$ cat src/rtl/core/packed_array_insert_delete_macros.svh
// Assertion macros shared by the packed array insert/delete block.
`ifndef PACKED_ARRAY_INSERT_DELETE_MACROS_SVH
`define PACKED_ARRAY_INSERT_DELETE_MACROS_SVH

// Same-cycle implication, checked outside reset.
`define PAD_ASSERT_IMPLY(label, clk, rst_n, ante, cons, msg) \
	label: assert property (@(posedge clk) disable iff (!rst_n) (ante) |-> (cons)) \
		else $error(msg);

// Next-cycle implication, checked outside reset.
`define PAD_ASSERT_NEXT(label, clk, rst_n, ante, cons, msg) \
	label: assert property (@(posedge clk) disable iff (!rst_n) (ante) |=> (cons)) \
		else $error(msg);

`endif

$ cat src/rtl/core/pad_pkg.sv
// Package: types, codes and constants of the packed array insert/delete block.
package pad_pkg;

	localparam int DATA_W          = 32;
	localparam int POS_W           = 6;
	localparam int CNT_W           = 7;
	localparam int KIND_W          = 3;
	localparam int STAT_W          = 2;
	localparam int MAX_ENTRIES_DEF = 64;

	localparam logic [CNT_W-1:0] CAP_RESET = 7'd64;

	localparam logic [KIND_W-1:0] KIND_APPEND = 3'd0;
	localparam logic [KIND_W-1:0] KIND_INSERT = 3'd1;
	localparam logic [KIND_W-1:0] KIND_EDIT   = 3'd2;
	localparam logic [KIND_W-1:0] KIND_DELETE = 3'd3;
	localparam logic [KIND_W-1:0] KIND_GET    = 3'd4;

	localparam logic [STAT_W-1:0] STAT_OK    = 2'd0;
	localparam logic [STAT_W-1:0] STAT_FULL  = 2'd1;
	localparam logic [STAT_W-1:0] STAT_INDEX = 2'd2;
	localparam logic [STAT_W-1:0] STAT_EMPTY = 2'd3;

	typedef struct packed {
		logic [KIND_W-1:0]        kind;
		logic signed [DATA_W-1:0] value;
		logic [POS_W-1:0]         position;
	} req_t;

	typedef struct packed {
		logic signed [DATA_W-1:0] read_data;
		logic [STAT_W-1:0]        status;
		logic [CNT_W-1:0]         element_count;
	} rsp_t;

endpackage

$ cat src/rtl/core/pad_mem.sv
// Element store: one write port, one read port, registered read data.
module pad_mem #(
	parameter int MAX_ENTRIES = pad_pkg::MAX_ENTRIES_DEF
) (
	input  logic                               clk,
	input  logic                               we,
	input  logic [$clog2(MAX_ENTRIES)-1:0]     waddr,
	input  logic [pad_pkg::DATA_W-1:0]         wdata,
	input  logic [$clog2(MAX_ENTRIES)-1:0]     raddr,
	output logic [pad_pkg::DATA_W-1:0]         rdata
);
	import pad_pkg::*;

	logic [DATA_W-1:0] entries_q [MAX_ENTRIES];
	logic [DATA_W-1:0] rdata_q;

	always_ff @(posedge clk) begin
		if (we) begin
			entries_q[waddr] <= wdata;
		end
		rdata_q <= entries_q[raddr];
	end

	assign rdata = rdata_q;

endmodule

$ cat src/rtl/core/pad_ctrl.sv
// Sequencer: decodes requests, runs the shift sweeps and builds results.
module pad_ctrl #(
	parameter int MAX_ENTRIES = pad_pkg::MAX_ENTRIES_DEF
) (
	input  logic                               clk,
	input  logic                               arst_n,
	input  logic                               start,
	output logic                               busy,
	input  pad_pkg::req_t                      req,
	input  logic [pad_pkg::CNT_W-1:0]          cap,
	output logic                               done,
	output pad_pkg::rsp_t                      rsp,
	output logic                               mem_we,
	output logic [$clog2(MAX_ENTRIES)-1:0]     mem_waddr,
	output logic [pad_pkg::DATA_W-1:0]         mem_wdata,
	output logic [$clog2(MAX_ENTRIES)-1:0]     mem_raddr,
	input  logic [pad_pkg::DATA_W-1:0]         mem_rdata
);
	import pad_pkg::*;

	localparam int AW = $clog2(MAX_ENTRIES);
	localparam int MW = $clog2(MAX_ENTRIES + 1);
	localparam int XW = (MW > CNT_W) ? MW : CNT_W;

	typedef enum logic [3:0] {
		S_IDLE  = 4'b0001,
		S_SHIFT = 4'b0010,
		S_LAST  = 4'b0100,
		S_GET   = 4'b1000
	} state_t;

	state_t             state_q, state_d;
	logic [CNT_W-1:0]   count_q, count_d;
	logic [CNT_W-1:0]   wa_q, wa_d;
	logic [CNT_W-1:0]   last_q, last_d;
	logic               up_q, up_d;
	logic [DATA_W-1:0]  val_q;
	logic [CNT_W-1:0]   pos_q;
	logic [DATA_W-1:0]  rd_q, rd_d;
	logic [STAT_W-1:0]  st_q, st_d;
	logic               done_q, done_d;

	logic [CNT_W-1:0]   pos7;
	logic [CNT_W-1:0]   cap_lo;
	logic [XW-1:0]      count_x;
	logic               full;
	logic               accept;

	function automatic logic [AW-1:0] to_addr(input logic [CNT_W-1:0] idx);
		logic [AW+CNT_W-1:0] w;
		w = {{AW{1'b0}}, idx};
		return w[AW-1:0];
	endfunction

	assign pos7    = {1'b0, req.position};
	assign cap_lo  = (cap == '0) ? 7'd1 : cap;
	assign count_x = XW'(count_q);
	assign full    = (count_q >= cap_lo) || (count_x >= XW'(MAX_ENTRIES));
	assign accept  = start && (state_q == S_IDLE);

	always_comb begin
		state_d   = state_q;
		count_d   = count_q;
		wa_d      = wa_q;
		last_d    = last_q;
		up_d      = up_q;
		rd_d      = '0;
		st_d      = STAT_OK;
		done_d    = 1'b0;
		mem_we    = 1'b0;
		mem_waddr = '0;
		mem_wdata = req.value;
		mem_raddr = '0;

		unique case (state_q)
			S_IDLE: begin
				if (accept) begin
					case (req.kind) inside
						KIND_APPEND, KIND_INSERT: begin
							if (full) begin
								st_d   = STAT_FULL;
								done_d = 1'b1;
							end else if (req.kind == KIND_APPEND || pos7 >= count_q) begin
								mem_we    = 1'b1;
								mem_waddr = to_addr(count_q);
								count_d   = count_q + 7'd1;
								done_d    = 1'b1;
							end else begin
								// open a gap: move the tail up, top entry first
								mem_raddr = to_addr(count_q - 7'd1);
								wa_d      = count_q;
								last_d    = pos7 + 7'd1;
								up_d      = 1'b1;
								state_d   = S_SHIFT;
							end
						end
						KIND_EDIT: begin
							done_d = 1'b1;
							if (count_q == '0) begin
								mem_we  = 1'b1;
								count_d = 7'd1;
							end else if (pos7 >= count_q) begin
								st_d = STAT_INDEX;
							end else begin
								mem_we    = 1'b1;
								mem_waddr = to_addr(pos7);
							end
						end
						KIND_DELETE: begin
							if (count_q == '0) begin
								st_d   = STAT_EMPTY;
								done_d = 1'b1;
							end else if (pos7 >= count_q) begin
								st_d   = STAT_INDEX;
								done_d = 1'b1;
							end else if (pos7 == count_q - 7'd1) begin
								count_d = count_q - 7'd1;
								done_d  = 1'b1;
							end else begin
								// close the gap: move the tail down, lowest entry first
								mem_raddr = to_addr(pos7 + 7'd1);
								wa_d      = pos7;
								last_d    = count_q - 7'd2;
								up_d      = 1'b0;
								state_d   = S_SHIFT;
							end
						end
						KIND_GET: begin
							if (count_q == '0) begin
								st_d   = STAT_EMPTY;
								done_d = 1'b1;
							end else if (pos7 >= count_q) begin
								st_d   = STAT_INDEX;
								done_d = 1'b1;
							end else begin
								mem_raddr = to_addr(pos7);
								state_d   = S_GET;
							end
						end
						default: begin
							done_d = 1'b1;
						end
					endcase
				end
			end
			S_SHIFT: begin
				mem_we    = 1'b1;
				mem_waddr = to_addr(wa_q);
				mem_wdata = mem_rdata;
				if (wa_q == last_q) begin
					if (up_q) begin
						state_d = S_LAST;
					end else begin
						count_d = count_q - 7'd1;
						done_d  = 1'b1;
						state_d = S_IDLE;
					end
				end else begin
					mem_raddr = up_q ? to_addr(wa_q - 7'd2) : to_addr(wa_q + 7'd2);
					wa_d      = up_q ? (wa_q - 7'd1) : (wa_q + 7'd1);
				end
			end
			S_LAST: begin
				mem_we    = 1'b1;
				mem_waddr = to_addr(pos_q);
				mem_wdata = val_q;
				count_d   = count_q + 7'd1;
				done_d    = 1'b1;
				state_d   = S_IDLE;
			end
			S_GET: begin
				rd_d    = mem_rdata;
				done_d  = 1'b1;
				state_d = S_IDLE;
			end
			default: begin
				state_d = S_IDLE;
			end
		endcase
	end

	always_ff @(posedge clk or negedge arst_n) begin
		if (!arst_n) begin
			state_q <= S_IDLE;
			count_q <= '0;
			done_q  <= 1'b0;
		end else begin
			state_q <= state_d;
			count_q <= count_d;
			done_q  <= done_d;
		end
	end

	always_ff @(posedge clk) begin
		wa_q   <= wa_d;
		last_q <= last_d;
		up_q   <= up_d;
		rd_q   <= rd_d;
		st_q   <= st_d;
		if (accept) begin
			val_q <= req.value;
			pos_q <= pos7;
		end
	end

	assign busy              = (state_q != S_IDLE);
	assign done              = done_q;
	assign rsp.read_data     = rd_q;
	assign rsp.status        = st_q;
	assign rsp.element_count = count_q;

endmodule

$ cat src/rtl/core/packed_array_insert_delete.sv
// Sequence: append, edit, failed requests and a delete of the last entry finish
//   from idle; get adds a read state; delete sweeps the moved entries, and insert
//   sweeps them, then writes the new value. Throughput: one request at a time;
//   a sweep moves one entry per cycle, set by the single write port of the store.
// Reset: arst_n clears the count to zero and the capacity to 64; stored elements
//   are undefined until written. Results are a one-cycle strobe, never stalled.
`include "packed_array_insert_delete_macros.svh"

// Top level: packed array with insert/delete by shifting.
module packed_array_insert_delete #(
	parameter int MAX_ENTRIES = pad_pkg::MAX_ENTRIES_DEF
) (
	input  logic                        clk,
	input  logic                        arst_n,
	// request beat: taken when start is high and busy is low
	input  logic                        start,
	output logic                        busy,
	input  pad_pkg::req_t               req,
	// result beat: valid for exactly the cycle done is high
	output logic                        done,
	output pad_pkg::rsp_t               rsp,
	// capacity register write channel
	input  logic                        cfg_valid,
	output logic                        cfg_ready,
	input  logic [pad_pkg::CNT_W-1:0]   cfg_data
);
	import pad_pkg::*;

	localparam int AW = $clog2(MAX_ENTRIES);

	logic [CNT_W-1:0]  cap_q;
	logic              mem_we;
	logic [AW-1:0]     mem_waddr;
	logic [DATA_W-1:0] mem_wdata;
	logic [AW-1:0]     mem_raddr;
	logic [DATA_W-1:0] mem_rdata;

	// Take a capacity beat only while the sequencer rests and no request is
	// offered, so a write never lands beside a request in the same cycle.
	assign cfg_ready = !busy && !start;

	always_ff @(posedge clk or negedge arst_n) begin
		if (!arst_n) begin
			cap_q <= CAP_RESET;
		end else if (cfg_valid && cfg_ready) begin
			cap_q <= cfg_data;
		end
	end

	// Sequencer: decodes the request, walks the shift sweep one entry per
	// cycle (read entry, write it one slot over on the next cycle) and holds
	// the element count.
	pad_ctrl #(
		.MAX_ENTRIES (MAX_ENTRIES)
	) u_ctrl (
		.clk       (clk),
		.arst_n    (arst_n),
		.start     (start),
		.busy      (busy),
		.req       (req),
		.cap       (cap_q),
		.done      (done),
		.rsp       (rsp),
		.mem_we    (mem_we),
		.mem_waddr (mem_waddr),
		.mem_wdata (mem_wdata),
		.mem_raddr (mem_raddr),
		.mem_rdata (mem_rdata)
	);

	// Element store: during a sweep, each read that feeds a later move runs two
	// slots ahead of the write made in the same cycle.
	pad_mem #(
		.MAX_ENTRIES (MAX_ENTRIES)
	) u_mem (
		.clk   (clk),
		.we    (mem_we),
		.waddr (mem_waddr),
		.wdata (mem_wdata),
		.raddr (mem_raddr),
		.rdata (mem_rdata)
	);

	// Results are only produced once the sequencer is back at rest.
	`PAD_ASSERT_IMPLY(a_done_idle, clk, arst_n, done, !busy, "result while busy")
	// An empty status always reports an empty array.
	`PAD_ASSERT_IMPLY(a_empty_cnt, clk, arst_n, done && rsp.status == STAT_EMPTY,
		rsp.element_count == '0, "empty status with nonzero count")
	// A full status can never come from an empty array.
	`PAD_ASSERT_IMPLY(a_full_cnt, clk, arst_n, done && rsp.status == STAT_FULL,
		rsp.element_count != '0, "full status with zero count")
	// Read data is nonzero only for a successful get.
	`PAD_ASSERT_IMPLY(a_rd_ok, clk, arst_n, done && rsp.read_data != '0,
		rsp.status == STAT_OK, "read data on failed request")

endmodule

$ cat config.mk
export PLATFORM = sky130hd
export DESIGN_NAME = packed_array_insert_delete
export DESIGN_NICKNAME = d
export VERILOG_FILES = /design/src/rtl/core/pad_pkg.sv /design/src/rtl/core/pad_mem.sv /design/src/rtl/core/pad_ctrl.sv /design/src/rtl/core/packed_array_insert_delete.sv
export VERILOG_INCLUDE_DIRS = /design/src /design/src/rtl/core
export SDC_FILE = /design/constraint.sdc
export NUM_CORES = 2
export LEC_CHECK = 0
export BUFFER_PORTS_ARGS = -buffer_cell sky130_fd_sc_hd__buf_2
export CAP_MARGIN = 10
export CORE_ASPECT_RATIO = 1.1
export CORE_MARGIN = 2
export CORE_UTILIZATION = 53
export DETAILED_ROUTE_END_ITERATION = 10
export PLACE_DENSITY = 0.75
export SETUP_SLACK_MARGIN = 0.2
export SLEW_MARGIN = 0
export SYNTH_ARGS = -nofsm -noshare
export SYNTH_HDL_FRONTEND = slang
export SYNTH_HIERARCHICAL = 1
export SYNTH_SLANG_ARGS = --single-unit
$ cat constraint.sdc
create_clock -name clk -period 5.1 [get_ports clk]
set_input_delay 1.53 -clock clk [delete_from_list [all_inputs] [get_ports clk]]
set_output_delay 1.53 -clock clk [all_outputs]
set_load 0.02 [all_outputs]
==> impl_metrics.py <==
metrics = {
    "synth": {
        "syn_area_mm2": 0.08505,
        "yosys_warnings": 6,
        "ys_types": 81,
        "synth_cells": 4131,
        "synth-main-ff-cell": "edfxtp_1",
        "ys_seq_elements": 2186,
        "synthArstFlopShare": 0.008692,
        "avgSynthCellArea_um2": 20.59,
        "synth_seq_area_share": 0.7629,
        "syn_nets": 4210,
        "synth-edff-count": 2101,
    },
    "global_route": {
        "grt_pass1_wl_mm": 321.7,
        "overflow": 0,
        "grt_max_degree": 65,
        "grt_use_total": 0.2752,
        "first_global_vias": 46440,
        "grt_antenna_before_repair": 7,
    },
    "setup_path": {
        "rr_worst_depth": 20,
        "critPathLaunch": "cap_q[4]",
        "cp.required_ns": 5.81,
        "critPathTopFamily": "compound AO/OA/AOI/OAI gates",
        "end_kind": "flop",
        "worstPathArrival_ns": 5.68,
        "path_cells": "nor4_2 > a31o_2 > ha_4 > nand2b_4 > a211o_1 > a2111oi_4 > nand2_2 > or3_4 > o221ai_4 > buf_6 > buf_12 > buf_12 > clkbuf_16 > buf_4 > mux4_2 > o221ai_1 > a21oi_1 > a21oi_2 > buf_6 > a311oi_2",
        "regToRegStartpoint": "cap_q[4]",
        "cp_max_fo": 7,
        "crit_buf_inv": 6,
        "path_class": "flop to flop",
        "crit_slowest_cell": "mux4_2",
        "ff2ff_setup_slack_ns": 0.13,
        "max_stage_delay_ns": 0.50,
        "critPathLaunchType": "flop",
        "r2r-end": "u_mem/rdata[0]",
    },
    "timing": {
        "relSlewSlack": 0.1816,
        "final-hold-violation-count": 0,
        "fmax_mhz": 201.0,
        "slew_viol_final": 0,
        "setup_violations": 0,
        "period_share": 0.9755,
        "min_period_ns": 4.975,
        "tightest_slew_ns": 1.223,
        "worst_clock_skew_ns": 0.02434,
        "worst_hold_slack_ns": 0.4761,
        "rsz0062_at_grt": "true",
    },
    "die": {
        "die_y_um": 424.1,
        "fp.dieW_um": 386.0,
        "placementRows": 154,
        "die-area_mm2": 0.1637,
        "ios": 96,
        "core_area_mm2": 0.1597,
        "start_util": 0.5325,
    },
    "pwr": {
        "leakage_uw": 0.03260,
        "power_uw": 44570,
        "p_per_area_mw_per_mm2": 435.0,
        "irDropWorstVdd_mv": 0.2755,
    },
    "layout": {
        "drive_above_1_share": 0.3534,
        "area_growth_pct": 20.45,
        "final_common_cell": "edfxtp_1",
        "nets": 4904,
        "finalInstanceArea_mm2": 0.1024,
        "layout_common_cells": "edfxtp_1, mux4_2, buf_4",
    },
    "route": {
        "routed_via_density": 6.574,
        "post_drt_wl_per_cell_um": 32.92,
        "wl_mm": 233.8,
        "dr.pass1.iters": 6,
        "vias": 46693,
        "drcViolationCount": 0,
        "drt_iter0_markers": 6655,
        "antenna_left": 0,
    },
    "clock_tree": {
        "clk_pin_slew_ns": 0.06,
        "ctsHoldBuffers": 0,
        "cts_tree": "yes",
        "cts_root_buffer": "clkbuf_16",
        "clkSinkCount": 2186,
        "clock_latency_ns": 0.84,
        "htree_num_levels": 4,
        "clk_path_buf_depth": 3,
        "cts_buffers": 196,
    },
    "placement": {
        "hpwl_mm": 138.4,
        "place_area_mm2": 0.09340,
        "gp_congestion": 0.9157,
        "port_buffers": 95,
    },
    "status": {
        "status": "finished clean",
    },
    "min_path": {
        "min_from": "u_mem/rdata[29]",
        "hold_end": "u_ctrl/rd_q[29]",
        "min_path_type": "flop to flop",
        "holdPathStages": 1,
    },
    "job": {
        "drv_cap": 0,
    },
}
[state kept, by name (all words and copies together) (netlist names)]
register,flops
u_mem/rdata,32
u_ctrl/st_q,2
u_ctrl/done,1
u_mem/entries_q,2048
u_ctrl/wa_q,7
u_ctrl/up_q,1
u_ctrl/state_q,4
cap_q,7
u_ctrl/pos_q,6
u_ctrl/last_q,7
u_ctrl/rd_q,32
u_ctrl/val_q,32
u_ctrl/count_q,7
[how the worst max path moves through the flow]
stage / to / slack, ns / cells past startpoint
3_3_place_gp: u_mem/rdata[30] / -0.84 / 16
5_1_grt: u_mem/rdata[19] / 0.01 / 17
4_1_cts: u_mem/rdata[30] / 0.16 / 17
2_1_floorplan: u_mem/entries_q[41][0] / -0.18 / 10
6_report: u_mem/rdata[0] / 0.13 / 20
3_5_place_dp: u_mem/rdata[30] / -0.86 / 16
[final cells by class]
class / instances / area, um2
repair buffers: 733 / 8095
fillers: 9935 / 57290
well taps: 2106 / 2635
multi-input cells: 1677 / 20120
flip-flops and latches: 2186 / 64890
clock inverters: 130 / 1408
inverters: 31 / 117.6
clock buffers: 238 / 5175
diodes: 2 / 5.005
[cell usage after synthesis (all sizes together), types with 21 or more instances]
cell type	instances	area share
a21oi	54	0.0032
and2	37	0.0027
inv	30	0.0013
buf	135	0.012
xnor2	23	0.0024
o22ai	44	0.0032
dfxtp	66	0.016
mux4	446	0.12
a211oi	27	0.0024
edfxtp	2101	0.74
a22oi	172	0.015
mux2i	191	0.022
a31oi	30	0.0022
nor2b	21	0.0015
clkbuf	102	0.0045
nand2	130	0.0057
nand3	57	0.0034
o21ai	67	0.0040
nor2	120	0.0053
ha	25	0.0037
[cell families after synthesis]
logic type      share of synthesized area
fa+ha+maj                        0.004149
flops                              0.7629
mux                                0.1415
simple gates                      0.02626
compound gates                    0.04357
xor+xnor                         0.003398
buf+inv                           0.01817
[through the flow]
step	utilization	setup TNS (ns)	instances	setup WS, ns
after floorplan	-	-95.72	4131	-0.1770
after global placement	0.5847	-57.24	6614	-0.8375
after detailed placement	0.5847	-27.74	6614	-0.8553
after CTS	0.6276	0	6992	0.1617
after global routing	0.6413	0	7102	0.01336
final	0.6413	0	7103	0.1252
[power breakdown]
part	total [uW]	internal, uW	switching (uW)
registers	20900	20500	370
clock network	15100	8490	6610
logic	8550	3600	4950
total	44600	32600	11900
[routing by layer]
layer,vias to the layer above,wire length (um),GRT usage
met1,24299,79130,0.3476
met4,8,10510,0.1069
met3,596,25670,0.05826
met5,-,60,0
li1,18590,-,-
met2,3200,118500,0.4678
[timing repair]
item	4_1_cts	5_1_grt
resized for setup	33	195
endpoints found under the hold margin	0	0
endpoints found under the setup margin	32	78
setup buffers	9	87
pin swaps	2	41
cloned	1	9
No activity file was read; power rests on OpenSTA's default activity.
